File: src/design/vpc_pkg.sv
package vpc_pkg;

  localparam int SAMPLE_BITS = 16;
  localparam int OUT_BITS    = SAMPLE_BITS + 3;
  localparam int IN_TDATA_W  = ((2 * SAMPLE_BITS + 7) / 8) * 8;
  localparam int OUT_TDATA_W = ((OUT_BITS + 7) / 8) * 8;
  localparam int PROD_BITS   = 2 * SAMPLE_BITS;

  localparam int WEIGHT_BITS = 17;
  localparam int WEIGHT_FRAC = 14;
  localparam int WPROD_BITS  = WEIGHT_BITS + SAMPLE_BITS + 1;
  localparam int WSUM_BITS   = WPROD_BITS + 1;

  localparam int CFG_ADDR_W  = 4;
  localparam int CFG_DATA_W  = 32;

  typedef logic [SAMPLE_BITS-1:0]        sample_t;
  typedef logic signed [OUT_BITS-1:0]    result_t;
  typedef logic signed [WEIGHT_BITS-1:0] weight_t;
  typedef logic [3:0]                    op_t;

  typedef struct packed {
    op_t  op;
    logic clamp;
  } ctrl_t;

  localparam sample_t FULL          = '1;
  localparam weight_t WEIGHT_ONE    = weight_t'(1 << WEIGHT_FRAC);
  localparam weight_t WEIGHT_MAX    = weight_t'(2 << WEIGHT_FRAC);
  localparam weight_t WEIGHT_RESET  = weight_t'(1 << (WEIGHT_FRAC - 1));
  localparam int      WEIGHT_HALF   = 1 << (WEIGHT_FRAC - 1);

  // operation codes
  localparam op_t OP_MAX     = 4'd0;
  localparam op_t OP_MIN     = 4'd1;
  localparam op_t OP_ADD     = 4'd2;
  localparam op_t OP_SUB_AB  = 4'd3;
  localparam op_t OP_SUB_BA  = 4'd4;
  localparam op_t OP_MUL     = 4'd5;
  localparam op_t OP_AVG     = 4'd6;
  localparam op_t OP_WSUM    = 4'd7;
  localparam op_t OP_WSUM2   = 4'd8;
  localparam op_t OP_OVER    = 4'd9;
  localparam op_t OP_MASK_B  = 4'd10;
  localparam op_t OP_MASK_A  = 4'd11;
  localparam op_t OP_PRIO_A  = 4'd12;
  localparam op_t OP_PRIO_B  = 4'd13;
  localparam op_t OP_TAKE_A  = 4'd14;
  localparam op_t OP_TAKE_B  = 4'd15;

  // register indexes
  localparam logic [1:0] REG_OP    = 2'd0;
  localparam logic [1:0] REG_WC    = 2'd1;
  localparam logic [1:0] REG_WD    = 2'd2;
  localparam logic [1:0] REG_CLAMP = 2'd3;

  // saturate a written weight to -2.0..2.0
  function automatic weight_t sat_weight(input logic [WEIGHT_BITS-1:0] raw);
    weight_t w;
    w = weight_t'(raw);
    if (w > WEIGHT_MAX) begin
      return WEIGHT_MAX;
    end else if (w < -WEIGHT_MAX) begin
      return -WEIGHT_MAX;
    end
    return w;
  endfunction

endpackage

File: src/design/vpc_prod_round.sv
module vpc_prod_round (
  input  logic                           clk,
  input  logic                           en,
  input  logic [vpc_pkg::PROD_BITS-1:0]  prod,
  output vpc_pkg::sample_t               quot
);
  import vpc_pkg::*;

  localparam int TW = PROD_BITS + 1;
  localparam int QW = SAMPLE_BITS + 1;

  logic [TW-1:0] t;
  logic [TW-1:0] s;
  logic [TW-1:0] qf;
  logic [QW-1:0] qe_nxt, qe_r;
  logic [QW-1:0] rem_nxt, rem_r;
  sample_t       quot_nxt, quot_r;

  // round(p / FULL) = floor((p + FULL/2) / FULL); estimate never overshoots
  // and is at most one short
  always_comb begin
    t       = TW'(prod) + TW'(FULL >> 1);
    s       = t + (t >> SAMPLE_BITS);
    qe_nxt  = QW'(s >> SAMPLE_BITS);
    qf      = (TW'(qe_nxt) << SAMPLE_BITS) - TW'(qe_nxt);
    rem_nxt = QW'(t - qf);
  end

  always_comb begin
    if (rem_r >= QW'(FULL)) begin
      quot_nxt = SAMPLE_BITS'(qe_r + QW'(1));
    end else begin
      quot_nxt = SAMPLE_BITS'(qe_r);
    end
  end

  always_ff @(posedge clk) begin
    if (en) begin
      qe_r   <= qe_nxt;
      rem_r  <= rem_nxt;
      quot_r <= quot_nxt;
    end
  end

  assign quot = quot_r;

endmodule

File: src/design/voxel_pair_combiner.sv
// Blend-mode ALU for pairs of normalised samples (all ones = 1.0). Takes one word per clock
// while the output is not stalled and returns one result word through a multiplier stage, a sum stage with the first
// half of the divide-by-full-scale rounding, a correction stage, and the select/saturate stage
// that loads the output register. A stalled output holds the whole pipeline; the input is
// ready whenever the output register is empty or being taken. Configure only while idle.
module voxel_pair_combiner (
  input  logic                             clk,
  input  logic                             rst_n,
  input  logic                             in_tvalid,
  output logic                             in_tready,
  input  logic [vpc_pkg::IN_TDATA_W-1:0]   in_tdata,   // value_a, value_b
  output logic                             out_tvalid,
  input  logic                             out_tready,
  output logic [vpc_pkg::OUT_TDATA_W-1:0]  out_tdata,  // combined_value
  input  logic                             cfg_psel,
  input  logic                             cfg_penable,
  input  logic                             cfg_pwrite,
  input  logic [vpc_pkg::CFG_ADDR_W-1:0]   cfg_paddr,
  input  logic [vpc_pkg::CFG_DATA_W-1:0]   cfg_pwdata,
  output logic [vpc_pkg::CFG_DATA_W-1:0]   cfg_prdata,
  output logic                             cfg_pready
);
  import vpc_pkg::*;

  // configuration
  op_t        op_r;
  weight_t    wc_r, wd_r;
  logic       clamp_r;
  logic       cfg_wr;
  logic [1:0] cfg_idx;

  assign cfg_pready = 1'b1;
  assign cfg_wr     = cfg_psel & cfg_penable & cfg_pwrite & cfg_pready;
  assign cfg_idx    = cfg_paddr[CFG_ADDR_W-1:2];

  always_ff @(posedge clk) begin
    if (!rst_n) begin
      op_r    <= OP_MAX;
      wc_r    <= WEIGHT_RESET;
      wd_r    <= WEIGHT_RESET;
      clamp_r <= 1'b1;
    end else if (cfg_wr) begin
      unique case (cfg_idx)
        REG_OP:    op_r    <= cfg_pwdata[3:0];
        REG_WC:    wc_r    <= sat_weight(cfg_pwdata[WEIGHT_BITS-1:0]);
        REG_WD:    wd_r    <= sat_weight(cfg_pwdata[WEIGHT_BITS-1:0]);
        REG_CLAMP: clamp_r <= cfg_pwdata[0];
      endcase
    end
  end

  always_comb begin
    unique case (cfg_idx)
      REG_OP:    cfg_prdata = CFG_DATA_W'(op_r);
      REG_WC:    cfg_prdata = CFG_DATA_W'(wc_r);
      REG_WD:    cfg_prdata = CFG_DATA_W'(wd_r);
      REG_CLAMP: cfg_prdata = CFG_DATA_W'(clamp_r);
    endcase
  end

  // pipeline control: every stage moves together
  logic adv;
  logic v1_r, v2_r, v3_r, out_tvalid_r;

  assign adv        = out_tready | ~out_tvalid_r;
  assign in_tready  = adv;
  assign out_tvalid = out_tvalid_r;

  always_ff @(posedge clk) begin
    if (!rst_n) begin
      v1_r         <= 1'b0;
      v2_r         <= 1'b0;
      v3_r         <= 1'b0;
      out_tvalid_r <= 1'b0;
    end else if (adv) begin
      v1_r         <= in_tvalid;
      v2_r         <= v1_r;
      v3_r         <= v2_r;
      out_tvalid_r <= v3_r;
    end
  end

  // stage 1: operand select and multiplies
  sample_t                       a_in, b_in, mx, my;
  weight_t                       we;
  logic signed [SAMPLE_BITS:0]   a_sx, b_sx;
  logic [PROD_BITS-1:0]          prod_nxt, prod1_r;
  logic signed [WPROD_BITS-1:0]  wpc_nxt, wpd_nxt, wpc1_r, wpd1_r;
  ctrl_t                         ctrl1_nxt, ctrl1_r;
  sample_t                       a1_r, b1_r;

  always_comb begin
    a_in      = in_tdata[SAMPLE_BITS-1:0];
    b_in      = in_tdata[2*SAMPLE_BITS-1:SAMPLE_BITS];
    mx        = (op_r == OP_OVER) ? b_in : a_in;
    my        = (op_r == OP_OVER) ? FULL - a_in : b_in;
    prod_nxt  = PROD_BITS'(mx) * PROD_BITS'(my);
    we        = (op_r == OP_WSUM) ? weight_t'(WEIGHT_ONE - wc_r) : wd_r;
    a_sx      = signed'({1'b0, a_in});
    b_sx      = signed'({1'b0, b_in});
    wpc_nxt   = wc_r * a_sx;
    wpd_nxt   = we * b_sx;
    ctrl1_nxt = '{op: op_r, clamp: clamp_r};
  end

  always_ff @(posedge clk) begin
    if (adv) begin
      prod1_r <= prod_nxt;
      wpc1_r  <= wpc_nxt;
      wpd1_r  <= wpd_nxt;
      ctrl1_r <= ctrl1_nxt;
      a1_r    <= a_in;
      b1_r    <= b_in;
    end
  end

  // stage 2: weighted sum, plain operations
  logic signed [WSUM_BITS-1:0] ws_nxt, ws2_r;
  result_t                     ax1, bx1, simple_nxt, simple2_r;
  ctrl_t                       ctrl2_r;
  sample_t                     a2_r;

  always_comb begin
    ws_nxt = WSUM_BITS'(wpc1_r) + WSUM_BITS'(wpd1_r) + WSUM_BITS'(WEIGHT_HALF);
    ax1    = {3'b000, a1_r};
    bx1    = {3'b000, b1_r};
    case (ctrl1_r.op) inside
      OP_MAX:    simple_nxt = (a1_r > b1_r) ? ax1 : bx1;
      OP_MIN:    simple_nxt = (a1_r < b1_r) ? ax1 : bx1;
      OP_ADD:    simple_nxt = ax1 + bx1;
      OP_SUB_AB: simple_nxt = ax1 - bx1;
      OP_SUB_BA: simple_nxt = bx1 - ax1;
      OP_AVG:    simple_nxt = (ax1 + bx1 + result_t'(1)) >>> 1;
      OP_MASK_B: simple_nxt = (b1_r != '0) ? ax1 : '0;
      OP_MASK_A: simple_nxt = (a1_r != '0) ? bx1 : '0;
      OP_PRIO_A: simple_nxt = (a1_r != '0) ? ax1 : bx1;
      OP_PRIO_B: simple_nxt = (b1_r != '0) ? bx1 : ax1;
      OP_TAKE_A: simple_nxt = ax1;
      OP_TAKE_B: simple_nxt = bx1;
      OP_MUL, OP_WSUM, OP_WSUM2, OP_OVER: simple_nxt = '0;
      default:   simple_nxt = '0;
    endcase
  end

  always_ff @(posedge clk) begin
    if (adv) begin
      ws2_r     <= ws_nxt;
      simple2_r <= simple_nxt;
      ctrl2_r   <= ctrl1_r;
      a2_r      <= a1_r;
    end
  end

  // stages 2 and 3 of the rounded product
  sample_t quot;

  vpc_prod_round u_prod_round (
    .clk  (clk),
    .en   (adv),
    .prod (prod1_r),
    .quot (quot)
  );

  // stage 3: floor of the weighted sum
  result_t wres_nxt, wres3_r, simple3_r;
  ctrl_t   ctrl3_r;
  sample_t a3_r;

  assign wres_nxt = result_t'(ws2_r >>> WEIGHT_FRAC);

  always_ff @(posedge clk) begin
    if (adv) begin
      wres3_r   <= wres_nxt;
      simple3_r <= simple2_r;
      ctrl3_r   <= ctrl2_r;
      a3_r      <= a2_r;
    end
  end

  // stage 4: select and saturate into the output register
  result_t sel, out_data_nxt, out_data_r;
  result_t full_x;

  always_comb begin
    full_x = {3'b000, FULL};
    case (ctrl3_r.op) inside
      OP_MUL:             sel = {3'b000, quot};
      OP_OVER:            sel = {3'b000, a3_r} + {3'b000, quot};
      OP_WSUM, OP_WSUM2:  sel = wres3_r;
      default:            sel = simple3_r;
    endcase
    out_data_nxt = sel;
    if (ctrl3_r.clamp) begin
      if (sel < 0) begin
        out_data_nxt = '0;
      end else if (sel > full_x) begin
        out_data_nxt = full_x;
      end
    end
  end

  always_ff @(posedge clk) begin
    if (adv) begin
      out_data_r <= out_data_nxt;
    end
  end

  assign out_tdata = OUT_TDATA_W'($unsigned(out_data_r));

endmodule

File: config.mk
export PLATFORM = sky130hd
export DESIGN_NAME = voxel_pair_combiner
export DESIGN_NICKNAME = d
export VERILOG_FILES = /design/src/design/vpc_pkg.sv /design/src/design/vpc_prod_round.sv /design/src/design/voxel_pair_combiner.sv
export SDC_FILE = /design/constraint.sdc
export NUM_CORES = 2
export LEC_CHECK = 0
export BUFFER_PORTS_ARGS = -buffer_cell sky130_fd_sc_hd__buf_2
export CORE_ASPECT_RATIO = 1.1
export CORE_UTILIZATION = 36
export CTS_BUF_LIST = sky130_fd_sc_hd__clkbuf_16
export CTS_CLUSTER_SIZE = 8
export DETAILED_ROUTE_END_ITERATION = 6
export PLACE_DENSITY = 0.59
export SLEW_MARGIN = 10
export SYNTH_ARGS = -nofsm -noshare
export SYNTH_HDL_FRONTEND = slang
export SYNTH_HIERARCHICAL = 1
export SYNTH_SLANG_ARGS = --single-unit
File: constraint.sdc
create_clock -name clk -period 18.79 [get_ports clk]
set_input_delay 1.879 -clock clk [delete_from_list [all_inputs] [get_ports clk]]
set_output_delay 1.879 -clock clk [all_outputs]
set_load 0.02 [all_outputs]
Word level (Yosys, flattened, before mapping)
Index checks and enable logic that the tools add are counted.
{ "totals": {"input_bits": 75, "out_inout_bits": 59, "regBits": 378} }
{ "classes": {"reduce_logical": 9, "mux": 41, "add_sub_neg": 14, "n_eq_ne": 20, "bitwise": 4, "multipliers": 3, "order_cmp": 7} }
{ "ops": {"columns": ["operator", "n"], "rows": [
  ["16-bit 2-to-1 mux", 15],
  ["19-bit 2-to-1 mux", 11],
  ["32-bit case mux with 4 select lines", 1],
  ["17-bit 2-to-1 mux", 6],
  ["17-bit by 17-bit multiplier with 33-bit output", 2],
  ["4-bit equality test (second input constant)", 9],
  ["16-bit by 16-bit adder with 17-bit output", 2],
  ["16-bit by 16-bit subtractor with 17-bit output", 2],
  ["17-bit subtractor", 2],
  ["32-bit by 15-bit adder with 33-bit output (second input constant)", 1],
  ["33-bit by 15-bit adder with 33-bit output (second input constant)", 1],
  ["33-bit by 17-bit adder with 33-bit output", 1],
  ["33-bit adder", 1],
  ["16-bit by 16-bit multiplier with 32-bit output", 1],
  ["16-bit nonzero test", 2],
  ["4-bit by 3-bit equality test with 1-bit output (second input constant)", 5],
  ["19-bit by 17-bit greater-than comparator with 1-bit output (second input constant)", 1],
  ["19-bit by 1-bit < comparator with 1-bit output (second input constant)", 1],
  ["17-bit by 1-bit adder with 18-bit output (second input constant)", 1],
  ["17-bit by 16-bit greater-or-equal comparator with 1-bit output (second input constant)", 1],
  ["17-bit greater-than comparator (second input constant)", 1],
  ["17-bit by 16-bit < comparator with 1-bit output (second input constant)", 1],
  ["16-bit by 17-bit subtractor with 17-bit output (first input constant)", 1],
  ["16-bit by 1-bit adder with 16-bit output (second input constant)", 1],
  ["15 further kinds", 28]
]} }

Depth between registers and ports, before layout
{ "depth": {"depth_word": 13, "ltp_mapped": 31} }

Cells and area by module
The synthesis kept the hierarchy.
{ "by_module_without_submodules": {"columns": ["module", "cells_per_inst", "instances", "area_per_inst_um2", "seq_area_each_um2"], "rows": [
  ["voxel_pair_combiner", 4981, 1, 46866.2, 8968.6],
  ["vpc_prod_round", 461, 1, 4426.7, 1471.4]
]} }

Least setup slack after synthesis
OpenSTA, ideal clock, no wires.
{ "synth_timing": {"path_kind": "input to output", "from": "input port out_tready", "to": "output port in_tready", "n_path_buf": 1, "slack_ps": 6017, "stages": 2, "arrival_time_ps": 10894, "path_cell_list": "nand2b_1 -> clkbuf_1"} }
{ "synth_via": {"elab_chain_len": 1} }
{ "synth_rtl": {"columns": ["element", "line", "source"], "rows": [
  ["from (decl)", "voxel_pair_combiner.sv:13", "input logic out_tready,"],
  ["1-bit OR", "voxel_pair_combiner.sv:65", "assign adv = out_tready | ~out_tvalid_r;"],
  ["to (decl)", "voxel_pair_combiner.sv:10", "output logic in_tready,"]
]} }
Every way passes these cells.

Final worst setup path
{ "layout_timing": {"from": "register wc_r[5]", "to": "register wpd1_r[31] (data pin)"} }
{ "layout_via": {"elab_chain_len": 3} }
{ "layout_rtl": {"columns": ["element", "line", "source"], "rows": [
  ["from (decl)", "voxel_pair_combiner.sv:27", "weight_t wc_r, wd_r;"],
  ["from (signal assigned)", "voxel_pair_combiner.sv:45", "REG_WC: wc_r <= sat_weight(cfg_pwdata[WEIGHT_BITS-1:0]);"],
  ["16-bit by 17-bit subtractor with 17-bit output", "voxel_pair_combiner.sv:98", "we = (op_r == OP_WSUM) ? weight_t'(WEIGHT_ONE - wc_r) : wd_r;"],
  ["17-bit 2-to-1 mux", "voxel_pair_combiner.sv:98", null],
  ["17-bit by 17-bit multiplier with 33-bit output", "voxel_pair_combiner.sv:102", "wpd_nxt = we * b_sx;"],
  ["via wpd_nxt[31]", "voxel_pair_combiner.sv:88", "logic signed [WPROD_BITS-1:0] wpc_nxt, wpd_nxt, wpc1_r, wpd1_r;"],
  ["to (signal assigned)", "voxel_pair_combiner.sv:110", "wpd1_r <= wpd_nxt;"],
  ["to (decl)", "voxel_pair_combiner.sv:88", null]
]} }
The timed path passes the listed nets, and every way through them passes these cells.
A chain may end at the register's enable or synchronous reset.

==> impl_results.md <==
- Outcome: finished clean
- Placed instance area: about 0.054 sq mm
- H-Tree Level Count: 2
- Synthesized flop and latch total: roughly 360
- Remaining global-route overflow: 0
- R2R Setup Slk: 9.42 ns
- Worst Setup EP: wpd1_r[31]
- Synth Area in Compound Gates: 0.0967
- Largest family of logic cells by synthesized area: adder cells
- Yosys cell types: a little over 100
- Area added between synthesis and finish: 7.52%
- Yosys warnings: 6
- Reg-to-Reg Start: wc_r[5]
- CP Class: register to register
- Non-Filler Instances: approximately 7,300
- Final setup margin: 9.42 ns
- Mean post-synth cell area: roughly 9.4 sq um
- Slew margin rel.: 0.177
- Ratio of cells with drive above 1 in the final layout: 0.0588
- Leak pwr: 26.2 nW
- Layout Utilization: 0.392
- Post-Synth XOR/XNOR Area: 0.0447
- Via count: roughly 37,000
- Hold WC Path Type: register to register
- EDFF count, synth: 319
- Overall routed net length: approximately 140,000 um
- Final Max Slew Viols: 0
- Overall global routing resource usage: 0.194
- CTS tree: done
- First-pass GRT wire length: around 220,000 um
- Terminus of the critical flop-to-flop path: wpd1_r[31]
- Clk_lat worst skew: 0.64 ns
- Final HPWL from detailed placement: between 100,000 and 150,000 um
- Clock buffer depth: 3
- Worst r2r path cells: 29
- Ys flop type: edfxtp_1
- Worst-margin pin slew: 1.20 ns
- Largest net degree at the start of global routing: 151
- Final #Nets: 6,687
- Gate Count Post-Synth: 5,442
- WP data required: approximately 19 ns
- Crit-path slowest cell: xnor2_1
- TNS Setup: 0 ns
- Avg Vias per Cell: slightly above 5
- Combinational fraction of design power: 0.590
- Pwr dens: slightly above 100 mW/mm^2
- Pre-CTS setup slack: 9.44 ns
- Mux share of post-synthesis cell area: 0.0177
- Switching Fraction: 0.426
- Ys async rst share: 0
- Most frequent cells in the layout: 1,047 x inv_1, 740 x fa_1, 637 x nand2_1, 448 x ha_1, 319 x edfxtp_1
- GPL Wtd Cong: 0.920
- Max FO, Critical Path: 23
- Adder-Cell Fraction of Synth Area: 0.399
- Post-CTS sizing: 0
- Post-synthesis simple-gate area fraction: 0.141
- Initial antenna violation count: 20
- Fmax: ~110 MHz
- Post-CTS Setup Inserts: 0
- MaxCap Viol Count: 0
- Die height: a little under 400 um
- Total CTS buffers: 53
- Crit. Startpoint: wc_r[5]
- IO Count: about 130
- Cell Area, Synth: around 0.05 sq mm
- Most Frequent Cell on Critical Path: fa_1
- Final Hold Fails: 0
- Post-synthesis sequential area ratio: 0.204
- Initial Util: 0.365
- Int Pwr: 3.20 mW
- Cts hold-fix bufs: 0
- RSZ-0062 raised after global routing: no
- Placed Instances: a little over 7,000
- CP arrival: between 9 and 10 ns
- Final ANT Viol Nets: 0
- DRT iter0 DRCs: approximately 2,600
- DIE WIDTH: ~360 um
- Core Box Area: about 0.14 sq mm
- Root buffer cell: clkbuf_16
- Fin crit share: 0.498
- Max IR drop VDD: ~0.14 mV
- DR pass1 iterations: 6
- Wirelength per Cell: 18.8 um
- Net switching power: between 2 and 2.5 mW
- Crit end category: register
- Sequential power share: 0.255
- Skew final: roughly 0.057 ns
- Residual DRC: 0
- Rows: 144
- Final Instance Area: between 0.05 and 0.06 sq mm
- Minimum clock period: 9.37 ns
- Die area: 0.144 sq mm
- HP Start: ws2_r[28]
- Buffers on Ports: 110
- Vias in the first global route: 38,900
- Setup crit start kind: register
- Clock-pin transition on the worst setup and hold timing paths: approximately 0.06 ns
- Clock network power share: 0.155
- Clock sinks: 362
- Slowest cell delay on critical path: ~0.84 ns
- Most common cell after layout, fill and taps aside: inv_1
- Final setup violation count: 0
worst min path at each step:
stage	endpoint	cells after the start
2_1_floorplan	a3_r[0]	0
3_3_place_gp	simple3_r[3]	0
3_5_place_dp	a3_r[12]	0
4_1_cts	wres3_r[14]	0
5_1_grt	wres3_r[9]	0
6_report	wres3_r[14]	0
critical path, delay by kind of cell, from the launching register on:
family	cells	cell delay, ns
buffers and inverters	5	0.49
AND/OR/NAND/NOR	8	2.45
adder cells (fa/ha/maj)	6	3.22
flip-flops	1	0.65
AO/OA/AOI/OAI	6	0.90
XOR/XNOR	3	1.21
multiplexers	1	0.20
through the flow:
stage	power, mW	hold WS (ns)
final	5.58	0.374
after global routing	6.10	0.391
after CTS	5.62	0.366
after detailed placement	4.71	0.405
after global placement	4.66	0.401
after floorplan	3.91	0.400
power groups by stage:
| stage | registers (mW) | logic (mW) | clock network, mW |
|---|---|---|---|
| final | 1.42 | 3.29 | 0.864 |
| after global routing | 1.44 | 3.74 | 0.917 |
| after CTS | 1.42 | 3.30 | 0.891 |
| after detailed placement | 1.43 | 3.28 | 0 |
| after global placement | 1.43 | 3.23 | 0 |
| after floorplan | 1.38 | 2.53 | 0 |
synth_stat cells (40+ instances only):
cell	n	share of area
nor2_1	275	0.020
nand2_1	637	0.047
a21boi_0	40	0.0059
a21oi_1	189	0.018
ha_1	448	0.11
clkbuf_1	193	0.014
inv_1	1040	0.076
nor3_1	47	0.0046
mux2i_1	66	0.013
fa_1	740	0.29
and2_1	264	0.032
o21a_1	42	0.0061
nand3_1	85	0.0083
dfxtp_1	43	0.017
edfxtp_1	319	0.19
xor2_1	84	0.014
o21ai_0	118	0.012
xnor2_1	175	0.030
a21o_1	67	0.0098
cells by family (layout without fill, tap and decap cells):
logic type,after synthesis,count (layout)
AND/OR/NAND/NOR,1516,1516
multiplexers,87,87
buffers and inverters,1281,1274
AO/OA/AOI/OAI,740,740
XOR/XNOR,260,260
flip-flops,362,362
other,2,13
adder cells (fa/ha/maj),1194,1194
sequential cells by signal (all words and copies together), names as in the netlist, 16 cells and up:
signal              cells
a1_r                   16
a2_r                   16
a3_r                   16
b1_r                   16
out_data_r             19
prod1_r                32
simple2_r              18
simple3_r              18
u_prod_round/qe_r      16
u_prod_round/quot      16
u_prod_round/rem_r     17
wc_r                   17
wd_r                   17
wpc1_r                 33
wpd1_r                 33
wres3_r                19
ws2_r                  19
routing by layer:
layer / track usage / vias to the layer above / wire [um]
met2: 0.328 / 1140 / 65100
li1: - / 17400 / -
met5: 0 / - / 145
met1: 0.257 / 18700 / 60200
met3: 0.0302 / 239 / 9310
met4: 0.0544 / 22 / 3640
cell type report:
class / count / area [sq um]
inverter: 1040 / 3900
timing repair buffer: 164 / 968
multi-input combinational: 3803 / 36000
antenna: 7 / 17.5
fill: 14000 / 85600
sequential: 362 / 10400
clock buffer: 53 / 1330
tap: 1898 / 2370
clock inverter: 17 / 164
(Power assumes the default switching activity.)
